**src/hw/rtl/cfcrc8_pkg.sv**
```systemverilog
// Shared constants and CRC-8 helper for the command frame receiver.
package cfcrc8_pkg;

    localparam int PHASE_W = 3;
    localparam int MODE_W  = 2;
    localparam int BYTE_W  = 8;
    localparam int CNT_W   = 32;
    localparam int CFG_IDX_W = 2;

    localparam logic [PHASE_W-1:0] PH_IDLE    = 3'd0;
    localparam logic [PHASE_W-1:0] PH_HEADER  = 3'd1;
    localparam logic [PHASE_W-1:0] PH_PAYLOAD = 3'd2;
    localparam logic [PHASE_W-1:0] PH_CRC     = 3'd3;
    localparam logic [PHASE_W-1:0] PH_READY   = 3'd4;
    localparam logic [PHASE_W-1:0] PH_ERROR   = 3'd5;

    localparam logic [MODE_W-1:0] MODE_UNKNOWN = 2'd0;
    localparam logic [MODE_W-1:0] MODE_FRAMED  = 2'd1;
    localparam logic [MODE_W-1:0] MODE_LEGACY  = 2'd2;

    localparam logic [CFG_IDX_W-1:0] CFG_MAGIC     = 2'd0;
    localparam logic [CFG_IDX_W-1:0] CFG_LEGACY    = 2'd1;
    localparam logic [CFG_IDX_W-1:0] CFG_MAX_PAYLD = 2'd2;

    localparam logic [BYTE_W-1:0] CRC_POLY = 8'h07;
    localparam logic [BYTE_W-1:0] CRC_INIT = 8'h00;

    localparam logic       KIND_BYTE    = 1'b0;
    localparam logic       KIND_RESTART = 1'b1;

    localparam int M_TDATA_W = 112;

    // CRC-8, MSB first, one byte per call
    function automatic logic [BYTE_W-1:0] crc8_byte(input logic [BYTE_W-1:0] crc,
                                                    input logic [BYTE_W-1:0] data);
        logic [BYTE_W-1:0] v;
        v = crc ^ data;
        for (int i = 0; i < BYTE_W; i++) begin
            if (v[BYTE_W-1]) begin
                v = {v[BYTE_W-2:0], 1'b0} ^ CRC_POLY;
            end else begin
                v = {v[BYTE_W-2:0], 1'b0};
            end
        end
        return v;
    endfunction

endpackage

```
**src/hw/rtl/command_frame_receiver_crc8.sv**
```systemverilog
// Each accepted input word yields a registered result word in the cycle after it is accepted.
// Throughput: one word per cycle unless m_tready stalls; parser state and byte-wide
// CRC-8 update share one combinational step ahead of the state and result registers.
// Reset: synchronous, active low; parser to idle, counters and fields cleared,
// configuration to magic 0xA5, legacy limit 32, max payload 255.
module command_frame_receiver_crc8 (
    input  logic                              aclk,
    input  logic                              aresetn,
    input  logic                              cfg_wr_en,
    input  logic [cfcrc8_pkg::CFG_IDX_W-1:0]  cfg_index,
    input  logic [cfcrc8_pkg::BYTE_W-1:0]     cfg_wdata,
    input  logic                              s_tvalid,
    output logic                              s_tready,
    input  logic [cfcrc8_pkg::BYTE_W-1:0]     s_tdata,   // rx_byte
    input  logic                              s_tuser,   // kind
    output logic                              m_tvalid,
    input  logic                              m_tready,
    // parse_phase[2:0] frame_mode[4:3] seq_number[12:5] command_code[20:13]
    // payload_length[28:21] payload_byte[36:29] payload_index[44:37]
    // crc_ok[45] frames_total[77:46] crc_errors[109:78] zero[111:110]
    output logic [cfcrc8_pkg::M_TDATA_W-1:0]  m_tdata,
    output logic                              m_tlast,   // frame_done
    output logic                              m_tuser    // payload_valid
);
    import cfcrc8_pkg::*;

    logic [BYTE_W-1:0]  magic_reg, legacy_lim_reg, max_payld_reg;
    logic [PHASE_W-1:0] phase_reg, phase_next;
    logic [MODE_W-1:0]  mode_reg, mode_next;
    logic [1:0]         hdr_cnt_reg, hdr_cnt_next;
    logic [BYTE_W-1:0]  seq_reg, seq_next;
    logic [BYTE_W-1:0]  cmd_reg, cmd_next;
    logic [BYTE_W-1:0]  len_reg, len_next;
    logic [BYTE_W-1:0]  pay_cnt_reg, pay_cnt_next;
    logic [BYTE_W-1:0]  crc_reg, crc_next;
    logic               crc_ok_reg, crc_ok_next;
    logic [CNT_W-1:0]   frame_cnt_reg, frame_cnt_next;
    logic [CNT_W-1:0]   crc_err_reg, crc_err_next;
    logic               done_next, pvalid_next;
    logic [BYTE_W-1:0]  pbyte_next, pindex_next;
    logic [BYTE_W-1:0]  crc_upd;
    logic [BYTE_W-1:0]  pay_cnt_inc;
    logic               in_fire;

    logic                 m_tvalid_reg;
    logic [M_TDATA_W-1:0] m_tdata_reg;
    logic                 m_tlast_reg, m_tuser_reg;

    assign s_tready = !m_tvalid_reg || m_tready;
    assign in_fire  = s_tvalid && s_tready;
    assign crc_upd  = crc8_byte(crc_reg, s_tdata);
    assign pay_cnt_inc = pay_cnt_reg + 8'd1;

    always_comb begin
        phase_next     = phase_reg;
        mode_next      = mode_reg;
        hdr_cnt_next   = hdr_cnt_reg;
        seq_next       = seq_reg;
        cmd_next       = cmd_reg;
        len_next       = len_reg;
        pay_cnt_next   = pay_cnt_reg;
        crc_next       = crc_reg;
        crc_ok_next    = crc_ok_reg;
        frame_cnt_next = frame_cnt_reg;
        crc_err_next   = crc_err_reg;
        done_next      = 1'b0;
        pvalid_next    = 1'b0;
        pbyte_next     = '0;
        pindex_next    = '0;
        if (s_tuser == KIND_RESTART) begin
            phase_next   = PH_IDLE;
            mode_next    = MODE_UNKNOWN;
            hdr_cnt_next = 2'd0;
            pay_cnt_next = '0;
        end else begin
            unique case (phase_reg)
                PH_IDLE: begin
                    hdr_cnt_next = 2'd0;
                    pay_cnt_next = '0;
                    if (s_tdata == magic_reg) begin
                        mode_next    = MODE_FRAMED;
                        phase_next   = PH_HEADER;
                        crc_next     = crc8_byte(CRC_INIT, s_tdata);
                        hdr_cnt_next = 2'd1;
                    end else if (s_tdata != 8'd0 && s_tdata < legacy_lim_reg) begin
                        mode_next      = MODE_LEGACY;
                        cmd_next       = s_tdata;
                        len_next       = '0;
                        crc_ok_next    = 1'b1;
                        phase_next     = PH_READY;
                        frame_cnt_next = frame_cnt_reg + 32'd1;
                        done_next      = 1'b1;
                    end else begin
                        phase_next = PH_ERROR;
                    end
                end
                PH_HEADER: begin
                    crc_next = crc_upd;
                    if (hdr_cnt_reg == 2'd1) begin
                        seq_next     = s_tdata;
                        hdr_cnt_next = 2'd2;
                    end else if (hdr_cnt_reg == 2'd2) begin
                        cmd_next     = s_tdata;
                        hdr_cnt_next = 2'd3;
                    end else begin
                        len_next     = s_tdata;
                        hdr_cnt_next = 2'd0;
                        pay_cnt_next = '0;
                        if (s_tdata > max_payld_reg) begin
                            phase_next = PH_ERROR;
                        end else if (s_tdata != 8'd0) begin
                            phase_next = PH_PAYLOAD;
                        end else begin
                            phase_next = PH_CRC;
                        end
                    end
                end
                PH_PAYLOAD: begin
                    crc_next     = crc_upd;
                    pvalid_next  = 1'b1;
                    pbyte_next   = s_tdata;
                    pindex_next  = pay_cnt_reg;
                    pay_cnt_next = pay_cnt_inc;
                    if (pay_cnt_inc >= len_reg) begin
                        phase_next = PH_CRC;
                    end
                end
                PH_CRC: begin
                    crc_ok_next = (s_tdata == crc_reg);
                    if (s_tdata != crc_reg) begin
                        crc_err_next = crc_err_reg + 32'd1;
                    end
                    phase_next     = PH_READY;
                    frame_cnt_next = frame_cnt_reg + 32'd1;
                    done_next      = 1'b1;
                end
                PH_READY, PH_ERROR: begin
                end
                default: begin
                    phase_next = PH_ERROR;
                end
            endcase
        end
    end

    always_ff @(posedge aclk) begin
        if (!aresetn) begin
            magic_reg      <= 8'd165;
            legacy_lim_reg <= 8'd32;
            max_payld_reg  <= 8'd255;
        end else if (cfg_wr_en) begin
            unique case (cfg_index)
                CFG_MAGIC:     magic_reg      <= cfg_wdata;
                CFG_LEGACY:    legacy_lim_reg <= cfg_wdata;
                CFG_MAX_PAYLD: max_payld_reg  <= cfg_wdata;
                default: begin
                end
            endcase
        end
    end

    always_ff @(posedge aclk) begin
        if (!aresetn) begin
            phase_reg     <= PH_IDLE;
            mode_reg      <= MODE_UNKNOWN;
            hdr_cnt_reg   <= 2'd0;
            seq_reg       <= '0;
            cmd_reg       <= '0;
            len_reg       <= '0;
            pay_cnt_reg   <= '0;
            crc_reg       <= CRC_INIT;
            crc_ok_reg    <= 1'b0;
            frame_cnt_reg <= '0;
            crc_err_reg   <= '0;
        end else if (in_fire) begin
            phase_reg     <= phase_next;
            mode_reg      <= mode_next;
            hdr_cnt_reg   <= hdr_cnt_next;
            seq_reg       <= seq_next;
            cmd_reg       <= cmd_next;
            len_reg       <= len_next;
            pay_cnt_reg   <= pay_cnt_next;
            crc_reg       <= crc_next;
            crc_ok_reg    <= crc_ok_next;
            frame_cnt_reg <= frame_cnt_next;
            crc_err_reg   <= crc_err_next;
        end
    end

    always_ff @(posedge aclk) begin
        if (!aresetn) begin
            m_tvalid_reg <= 1'b0;
        end else if (in_fire) begin
            m_tvalid_reg <= 1'b1;
        end else if (m_tready) begin
            m_tvalid_reg <= 1'b0;
        end
    end

    always_ff @(posedge aclk) begin
        if (in_fire) begin
            m_tdata_reg <= {2'b00, crc_err_next, frame_cnt_next, crc_ok_next,
                            pindex_next, pbyte_next, len_next, cmd_next,
                            seq_next, mode_next, phase_next};
            m_tlast_reg <= done_next;
            m_tuser_reg <= pvalid_next;
        end
    end

    assign m_tvalid = m_tvalid_reg;
    assign m_tdata  = m_tdata_reg;
    assign m_tlast  = m_tlast_reg;
    assign m_tuser  = m_tuser_reg;

    a_done_ready: assert property (@(posedge aclk) disable iff (!aresetn)
        (m_tvalid && m_tlast) |-> (m_tdata[2:0] == PH_READY))
        else $error("frame done without ready phase");

    a_payload_phase: assert property (@(posedge aclk) disable iff (!aresetn)
        (m_tvalid && m_tuser) |-> (m_tdata[2:0] == PH_PAYLOAD || m_tdata[2:0] == PH_CRC))
        else $error("payload word outside payload phase");

    a_frame_count: assert property (@(posedge aclk) disable iff (!aresetn)
        ($past(aresetn) && frame_cnt_reg != $past(frame_cnt_reg))
            |-> $past(in_fire && done_next))
        else $error("frame counter moved without a completed frame");

endmodule

```
**config.mk**
```make
export PLATFORM = sky130hd
export DESIGN_NAME = command_frame_receiver_crc8
export DESIGN_NICKNAME = d
export VERILOG_FILES = /design/src/hw/rtl/cfcrc8_pkg.sv /design/src/hw/rtl/command_frame_receiver_crc8.sv
export SDC_FILE = /design/constraint.sdc
export NUM_CORES = 1
export LEC_CHECK = 0
export BUFFER_PORTS_ARGS = -buffer_cell sky130_fd_sc_hd__buf_2
export CAP_MARGIN = 20
export CELL_PAD_IN_SITES_DETAIL_PLACEMENT = 0
export CELL_PAD_IN_SITES_GLOBAL_PLACEMENT = 1
export CORE_UTILIZATION = 35
export DETAILED_ROUTE_END_ITERATION = 10
export GPL_TIMING_DRIVEN = 0
export PLACE_DENSITY_LB_ADDON = 0.1
export SYNTH_ARGS = -nofsm -noshare
export SYNTH_HDL_FRONTEND = slang
export SYNTH_SLANG_ARGS = --single-unit
```
**constraint.sdc**
```tcl
create_clock -name aclk -period 6.55 [get_ports aclk]
set_input_delay 0.9825 -clock aclk [delete_from_list [all_inputs] [get_ports aclk]]
set_output_delay 0.9825 -clock aclk [all_outputs]
set_load 0.005 [all_outputs]
```
### Word-level counts from Yosys, hierarchy flattened

Cells that the tools add are included.

* word-level logic and storage cells: 172
* register bits: 249
* input bits: 24
* output and inout bits: 116

* add/sub/neg operators: 3
* eq/ne operators: 15
* mux-type cells: 93
* magnitude comparators: 3
* reductions and logical operators: 20
* bitwise gates (word level): 19

Operators by type and width (number)
* two-way mux 8 bit: 38
* two-way mux 32 bit: 6
* two-way mux 3 bit: 22
* adder 32 x 1 -> 32 bit (second input constant): 2
* case mux 32 bit (2 select lines): 1
* inverter 3 bit: 16
* case mux 8 bit (2 select lines): 3
* case mux 8 bit (3 select lines): 1
* == test 8 bit: 2
* case mux 3 bit (5 select lines): 1
* two-way mux 2 bit: 7
* two-way mux 1 bit: 11
* adder 8 x 1 -> 8 bit (second input constant): 1
* greater-or-equal comparator 8 bit: 1
* greater-than comparator 8 bit: 1
* less-than comparator 8 bit: 1
* inequality test 8 bit: 1
* AND reduction 2 bit: 4
* AND reduction 4 bit: 2
* nonzero test 8 bit: 1
* XOR 8 bit: 1
* == test 3 x 2 -> 1 bit (second input constant): 2
* == test 3 bit (second input constant): 2
* inequality test 3 bit (second input constant): 2
* 16 further kinds: 24

### Longest topological paths before layout

Gate-level depths: netlist of run 1.

* depth in word-level cells: 39
* gate-level depth with buffers: 12

### Worst setup path before layout of run 1

No wires, ideal clock.

* path kind: input-to-reg
* start: input m_tready
* end: register seq_reg[0]
* stages: 7
* slack: 0.617 ns
* library setup time: 0.126 ns
* data required time: 6.424 ns
* data arrival time: 5.807 ns
* buffers on the path: 1
* cells stage by stage: nand2b_1 -> nand2_2 -> inv_1 -> clkbuf_1 -> nand3_1 -> nand2_1 -> a21boi_0

* longest elaborated chain between the ends: 2

RTL lines
* from (decl): RTL line command_frame_receiver_crc8.sv:17 `input logic m_tready,`
* logical OR 1 bit: RTL line command_frame_receiver_crc8.sv:49 `assign s_tready = !m_tvalid_reg || m_tready;`
* logical AND 1 bit: RTL line command_frame_receiver_crc8.sv:50 `assign in_fire = s_tvalid && s_tready;`
* named net in_fire: RTL line command_frame_receiver_crc8.sv:43 `logic in_fire;`
* to (signal assigned): RTL line command_frame_receiver_crc8.sv:179 `seq_reg <= seq_next;`
* to (decl): RTL line command_frame_receiver_crc8.sv:31 `logic [BYTE_W-1:0] seq_reg, seq_next;`

The timed path passes the listed nets, and every way through them passes these cells.
A chain may end at the register's enable or synchronous reset.

### Worst setup path after layout of run 1

* start: input m_tready
* end: register seq_reg[3]

The elaborated chain is that of the path after synthesis.

==> results of run 1 <==
==> power by group <==
| group | internal, W | total, W | leakage, nW | switching [W] |
|---|---|---|---|---|
| clock | 0.00106 | 0.00175 | 0.486 | 0.000685 |
| combinational | 0.000110 | 0.000301 | 3.36 | 0.000191 |
| sequential | 0.00168 | 0.00169 | 2.23 | 0.0000195 |
| total | 0.00285 | 0.00374 | 6.08 | 0.000895 |
==> placed cells by master, fill, tap and decap left out, types with 20 or more instances in the layout <==
cell	n
edfxtp_1	112
a21oi_1	25
mux2i_1	26
clkbuf_1	36
clkbuf_16	29
nand2_1	143
and2_1	66
and3_1	21
nand4_1	20
nand3_1	29
nor2_1	84
xnor2_1	84
o21ai_0	44
nor2b_1	23
inv_1	40
nor3_1	36
ha_1	34
buf_2	157
dfxtp_1	137
xor2_1	79
==> worst max-delay path, stage by stage <==
cell	delay (ns)
buf_2	0.07
nand2b_1	0.14
nand2_2	0.24
inv_1	0.36
clkbuf_4	0.78
buf_16	0.35
nand3_1	0.36
nand2_1	0.15
a21boi_0	0.08
==> routing by layer <==
layer,wire [µm],track usage (%)
met5,0,0
met4,536,4.001
met3,1316,2.280
met2,14550,29.46
met1,15020,23.77
==> through the flow <==
step	setup slack, ns	total power, W
after floorplan	0.6173	0.001911
after global placement	-2.291	0.002041
after detailed placement	2.752	0.002035
after CTS	3.312	0.003802
after global routing	3.159	0.003884
final	3.410	0.003743
==> final timing paths <==
check | startpoint | end
min | seq_reg[1] | seq_reg[1]
min reg2reg | seq_reg[1] | seq_reg[1]
max reg2reg | m_tvalid | seq_reg[3]
max | m_tready | seq_reg[3]
==> cells by family (layout without fill, tap and decap cells) <==
| logic type | count (synthesis) | after routing | synth area share (%) |
|---|---|---|---|
| DFF | 249 | 249 | 49.64 |
| muxes | 31 | 31 | 2.574 |
| adders and majority gates | 34 | 34 | 3.459 |
| AOI/OAI and AO/OA | 157 | 157 | 8.749 |
| and+or+nand+nor | 483 | 483 | 20.31 |
| xor gates and xnor gates | 163 | 163 | 11.61 |
| other | 1 | 2 | 0.03049 |
| buffers and inverters | 106 | 296 | 3.632 |
==> Yosys cell counts, types with 3 or more instances <==
cell,n
mux2i_1,26
nand4_1,20
dfxtp_1,137
buf_2,21
buf_1,3
mux2_2,5
nand2_1,143
or2_2,5
edfxtp_1,112
nor2b_1,23
o21ai_0,44
xnor2_1,84
nor4_1,5
a21boi_1,6
buf_4,6
nor3b_1,7
ha_1,34
or3_1,12
nor2_1,84
a22o_1,17
and3_1,21
nand3_1,29
and4_1,7
a2111oi_0,3
a21o_1,3
o211ai_1,11
and2_1,66
inv_1,40
a21boi_0,16
xor2_1,79
nand2b_1,7
a21oi_1,25
clkbuf_1,36
nor3_1,36
o211a_1,7
==> area by class of cell <==
| class | count | area (µm²) | area share, % |
|---|---|---|---|
| sequential | 249 | 6106 | 41.77 |
| multi-input combinational | 870 | 5751 | 39.34 |
| clock buffer | 31 | 743.2 | 5.084 |
| timing repair buffer | 137 | 708.2 | 4.844 |
| tap | 455 | 569.3 | 3.894 |
| buffer | 66 | 300.3 | 2.054 |
| clock inverter | 22 | 291.5 | 1.994 |
| inverter | 40 | 150.1 | 1.027 |
==> reports/results.ini, run 1 <==
[outcome]
status = complete, no violations

[cells_and_area]
n_fill_cell = 3460
diodes = 0
utilization_pct = 42.32
design_area_mm2 = 0.01462
largest_register_ffs = 110
stdcell_count = 1870
nets = 1451
drive_above_1_share_pct = 17.39
synthToLayoutAreaGrowth_pct = 18.86

[sta]
clock_skew_ns = 0.01945
hold_viol_final = 0
finalCritPeriodShare_pct = 47.94
tightest_slew_ns = 1.098
finalCriticalPeriod_ns = 3.140
hold_ws_ns = 0.4671
setup_violations = 0
tns_ns = 0
rsz0062_at_grt = false
fmax_ghz = 0.3184
slew_viol_final = 0
slew_headroom_pct = 26.22

[clocking]
numCtsBuffers = 29
insertion_delay_ns = 0.55
clock-sinks = 249
cts_setup_buffers = 0
htreeDepth = 1
tritoncts = built
root_buffer = clkbuf_16
clockBufferDepth = 3
cts_resized = 0
cts.clk_slew.worst_paths_ns = 0.06
cts_hold_buf = 0

[global_route]
grt_start_max_net_pins = 64
antenna_found_initial = 0
grt_pass1_vias = 8757
gr-usage-all-layers_pct = 17.50
grt_pass1_wl_mm = 49.38
grt-ovfl-total = 0

[floorplanning]
coreArea_mm2 = 0.03454
die_w_um = 189.5
die-area_mm2 = 0.03590
pin_count = 140
start_util_pct = 35.61
die_h_um = 189.5
rows = 68

[power]
p_per_area_mw_per_mm2 = 256.0
ir_worst_vdd_uv = 186.2
p_leak_nw = 6.078

[setup_path]
rr_worst_depth = 8
required_ns = 6.97
arrival_ns = 3.56
rrSetupSlack_ns = 3.65
startpoint_type = input port
end_kind = flip-flop
path_class = input port to flip-flop
crit_path_max_fanout = 63

[synthesis]
synthFlopType = dfxtp_1
yosysSeqAreaShare_pct = 49.64
synthesis.area_mm2 = 0.01230
synth_warnings = 0
synth_async_sr_flop_share_pct = 0
syn_inst = 1224
synth_top_area_cell = edfxtp_1
syn_avg_cell_area_um2 = 10.05
synth-seq-cells = 249
synth.distinct_cells = 67
yosysTopAreaCellShare_pct = 27.34
synth_edf_count = 112
synth_area_leaders = edfxtp_1, dfxtp_1, xnor2_1

[placed_design]
hpwl_mm = 22.06
portBuffers = 136
dp_cells = 1817
placed_area_mm2 = 0.01358
finalWeightedCongestion = 0.8209

[job]
maxCapViolations = 0

[drt]
drcViolationCount = 0
vias = 8981
wirelength_mm = 31.43
drt_iter0_drc = 396
antenna_left = 0
wl_per_cell_um = 16.80
drtPass1Iterations = 5
detail_route.vias_per_cell = 4.803

[hold_path]
hold_path.class = flip-flop to flip-flop
hold_depth = 2

No activity file was read; power rests on OpenSTA's default activity.
==> run 2, diff against run 1 <==
==> constraint.sdc (replaced) <==
create_clock -name aclk -period 2.89 [get_ports aclk]
set_input_delay 0.4335 -clock aclk [delete_from_list [all_inputs] [get_ports aclk]]
set_output_delay 0.4335 -clock aclk [all_outputs]
set_load 0.005 [all_outputs]
==> run 2 against run 1 <==
Non-clock buffer count increased by 1; utilization fell by 0.24 points; clock skew fell by 0.0040 ns; critical path depth did not move; sequential cell count stayed put; global-route usage shrank 0.12 points; critical path type is now flip-flop to flip-flop; largest power group is now registers.
==> reports/results.ini, run 2 (synthesized netlist as in run 1, its figures left out) <==
[floorplanning]
start_util_pct = 35.61
rows = 68
die-area_mm2 = 0.03590
pin_count = 140
die_h_um = 189.5
die_w_um = 189.5
coreArea_mm2 = 0.03454

[clocking]
numCtsBuffers = 29
root_buffer = clkbuf_16
clockBufferDepth = 3
htreeDepth = 1
tritoncts = built
clock-sinks = 249
insertion_delay_ns = 0.55
cts.clk_slew.worst_paths_ns = 0.06

[placed_design]
hpwl_mm = 22.09
dp_slack_ns = -0.2324
portBuffers = 136
finalWeightedCongestion = 0.8004

[setup_path]
cp_num_buf_inv = 2
required_ns = 3.18
crit_path_max_incr_delay_ns = 0.55
path_class = flip-flop to flip-flop
end_kind = flip-flop
arrival_ns = 3.07
cp_slowest_cell = or4_1
cp_top_family = compound AO/OA/AOI/OAI gates
startpoint_type = flip-flop
crit_path_max_fanout = 10
path_cells = inv_1 -> ha_1 -> a2111oi_1 -> o21ai_1 -> a211oi_2 -> buf_4 -> a21oi_4 -> or4_1 -> xnor2_1

[drt]
drt_iter0_drc = 328
wl_per_cell_um = 16.82
detail_route.vias_per_cell = 4.819
wirelength_mm = 31.47
vias = 9016
drtPass1Iterations = 4
drcViolationCount = 0
antenna_left = 0

[cells_and_area]
layout_commonest_cell = buf_2
synthToLayoutAreaGrowth_pct = 18.20
n_fill_cell = 3550
utilization_pct = 42.09
diodes = 0
nets = 1452
largest_register_ffs = 110
drive_above_1_share_pct = 16.95
final_cell_mix = buf_2, nand2_1, dfxtp_1

[sta]
tightest_slew_ns = 0.9847
slew_headroom_pct = 33.79
rsz0062_at_grt = false
setup_slack_ns = 0.1133
slew_viol_final = 0
clock_skew_ns = 0.01542
hold_viol_final = 0
finalCritPeriodShare_pct = 96.08
setup_violations = 0
fmax_ghz = 0.3601
finalCriticalPeriod_ns = 2.777

[global_route]
gr-usage-all-layers_pct = 17.39
antenna_found_initial = 0
grt-ovfl-total = 0
grt_pass1_wl_mm = 49.18
grt_start_max_net_pins = 63
grt_pass1_vias = 8741

[power]
ir_worst_vdd_uv = 407.1
p_per_area_mw_per_mm2 = 555.8
p_leak_nw = 6.051

[outcome]
status = complete, no violations

[job]
maxCapViolations = 0

[hold_path]
hold_path.class = input port to flip-flop

-- run 2: worst reg2reg max path, cell delays in order (launching register included) --
cell       delay, ns
dfxtp_1         0.31
inv_1           0.05
ha_1            0.31
a2111oi_1       0.37
o21ai_1         0.26
a211oi_2        0.27
buf_4           0.15
a21oi_4         0.11
or4_1           0.56
xnor2_1         0.14
-- run 2: path summary, 6_finish.rpt --
path,start,endpoint,slack (ns),cells past startpoint
hold reg to reg,seq_reg[6],seq_reg[6],0.47,2
setup reg to reg,legacy_lim_reg[5],m_tdata[70],0.11,9
hold / removal,cfg_wdata[0],magic_reg[0],0.15,3
setup / recovery,legacy_lim_reg[5],m_tdata[70],0.11,9
-- run 2: where the power goes --
group / leakage [nW] / internal [W] / switching, W
clock network: 0.445 / 0.00208 / 0.00146
registers: 2.23 / 0.00380 / 0.0000459
logic: 3.38 / 0.000255 / 0.000434
total: 6.05 / 0.00614 / 0.00194
-- run 2: metal layers --
metal	share of wire, %	vias up	track usage [%]
li1	-	4555	-
met1	48	4255	24.08
met2	46	168	28.61
met3	3.9	38	2.484
met4	1.5	0	3.784
met5	0	-	0
-- run 2: area by class of cell --
cell class	instances	area [µm²]	area share, %
Timing Repair Buffer	138	715.7	4.923
Tap cell	455	569.3	3.916
Clock buffer	39	793.3	5.457
Multi-Input combinational cell	870	5782	39.77
Sequential cell	249	6106	42.00
Inverter	40	150.1	1.033
Buffer	66	306.5	2.109
Clock inverter	14	115.1	0.7918
-- run 2: timing repair --
| item | in CTS | in global routing |
|---|---|---|
| setup endpoints to repair | 0 | 46 |
| hold buffers | 0 | 0 |
| setup buffers | 0 | 1 |
| resized for setup | 0 | 8 |
-- run 2: through the flow --
step | area [µm²] | TNS, ns | hold WS [ns] | total power, W | std cells
3_5_place_dp | 13590 | -5.454 | 0.4595 | 0.004612 | 1817
6_report | 14540 | 0 | 0.1525 | 0.008081 | 1871
3_3_place_gp | 13560 | -40.35 | 0.4521 | 0.004607 | 1816
2_1_floorplan | 12310 | 0 | 0.4400 | 0.004321 | 1225
4_1_cts | 14500 | 0 | 0.1280 | 0.008211 | 1870
5_1_grt | 14540 | 0 | 0.1253 | 0.008412 | 1871
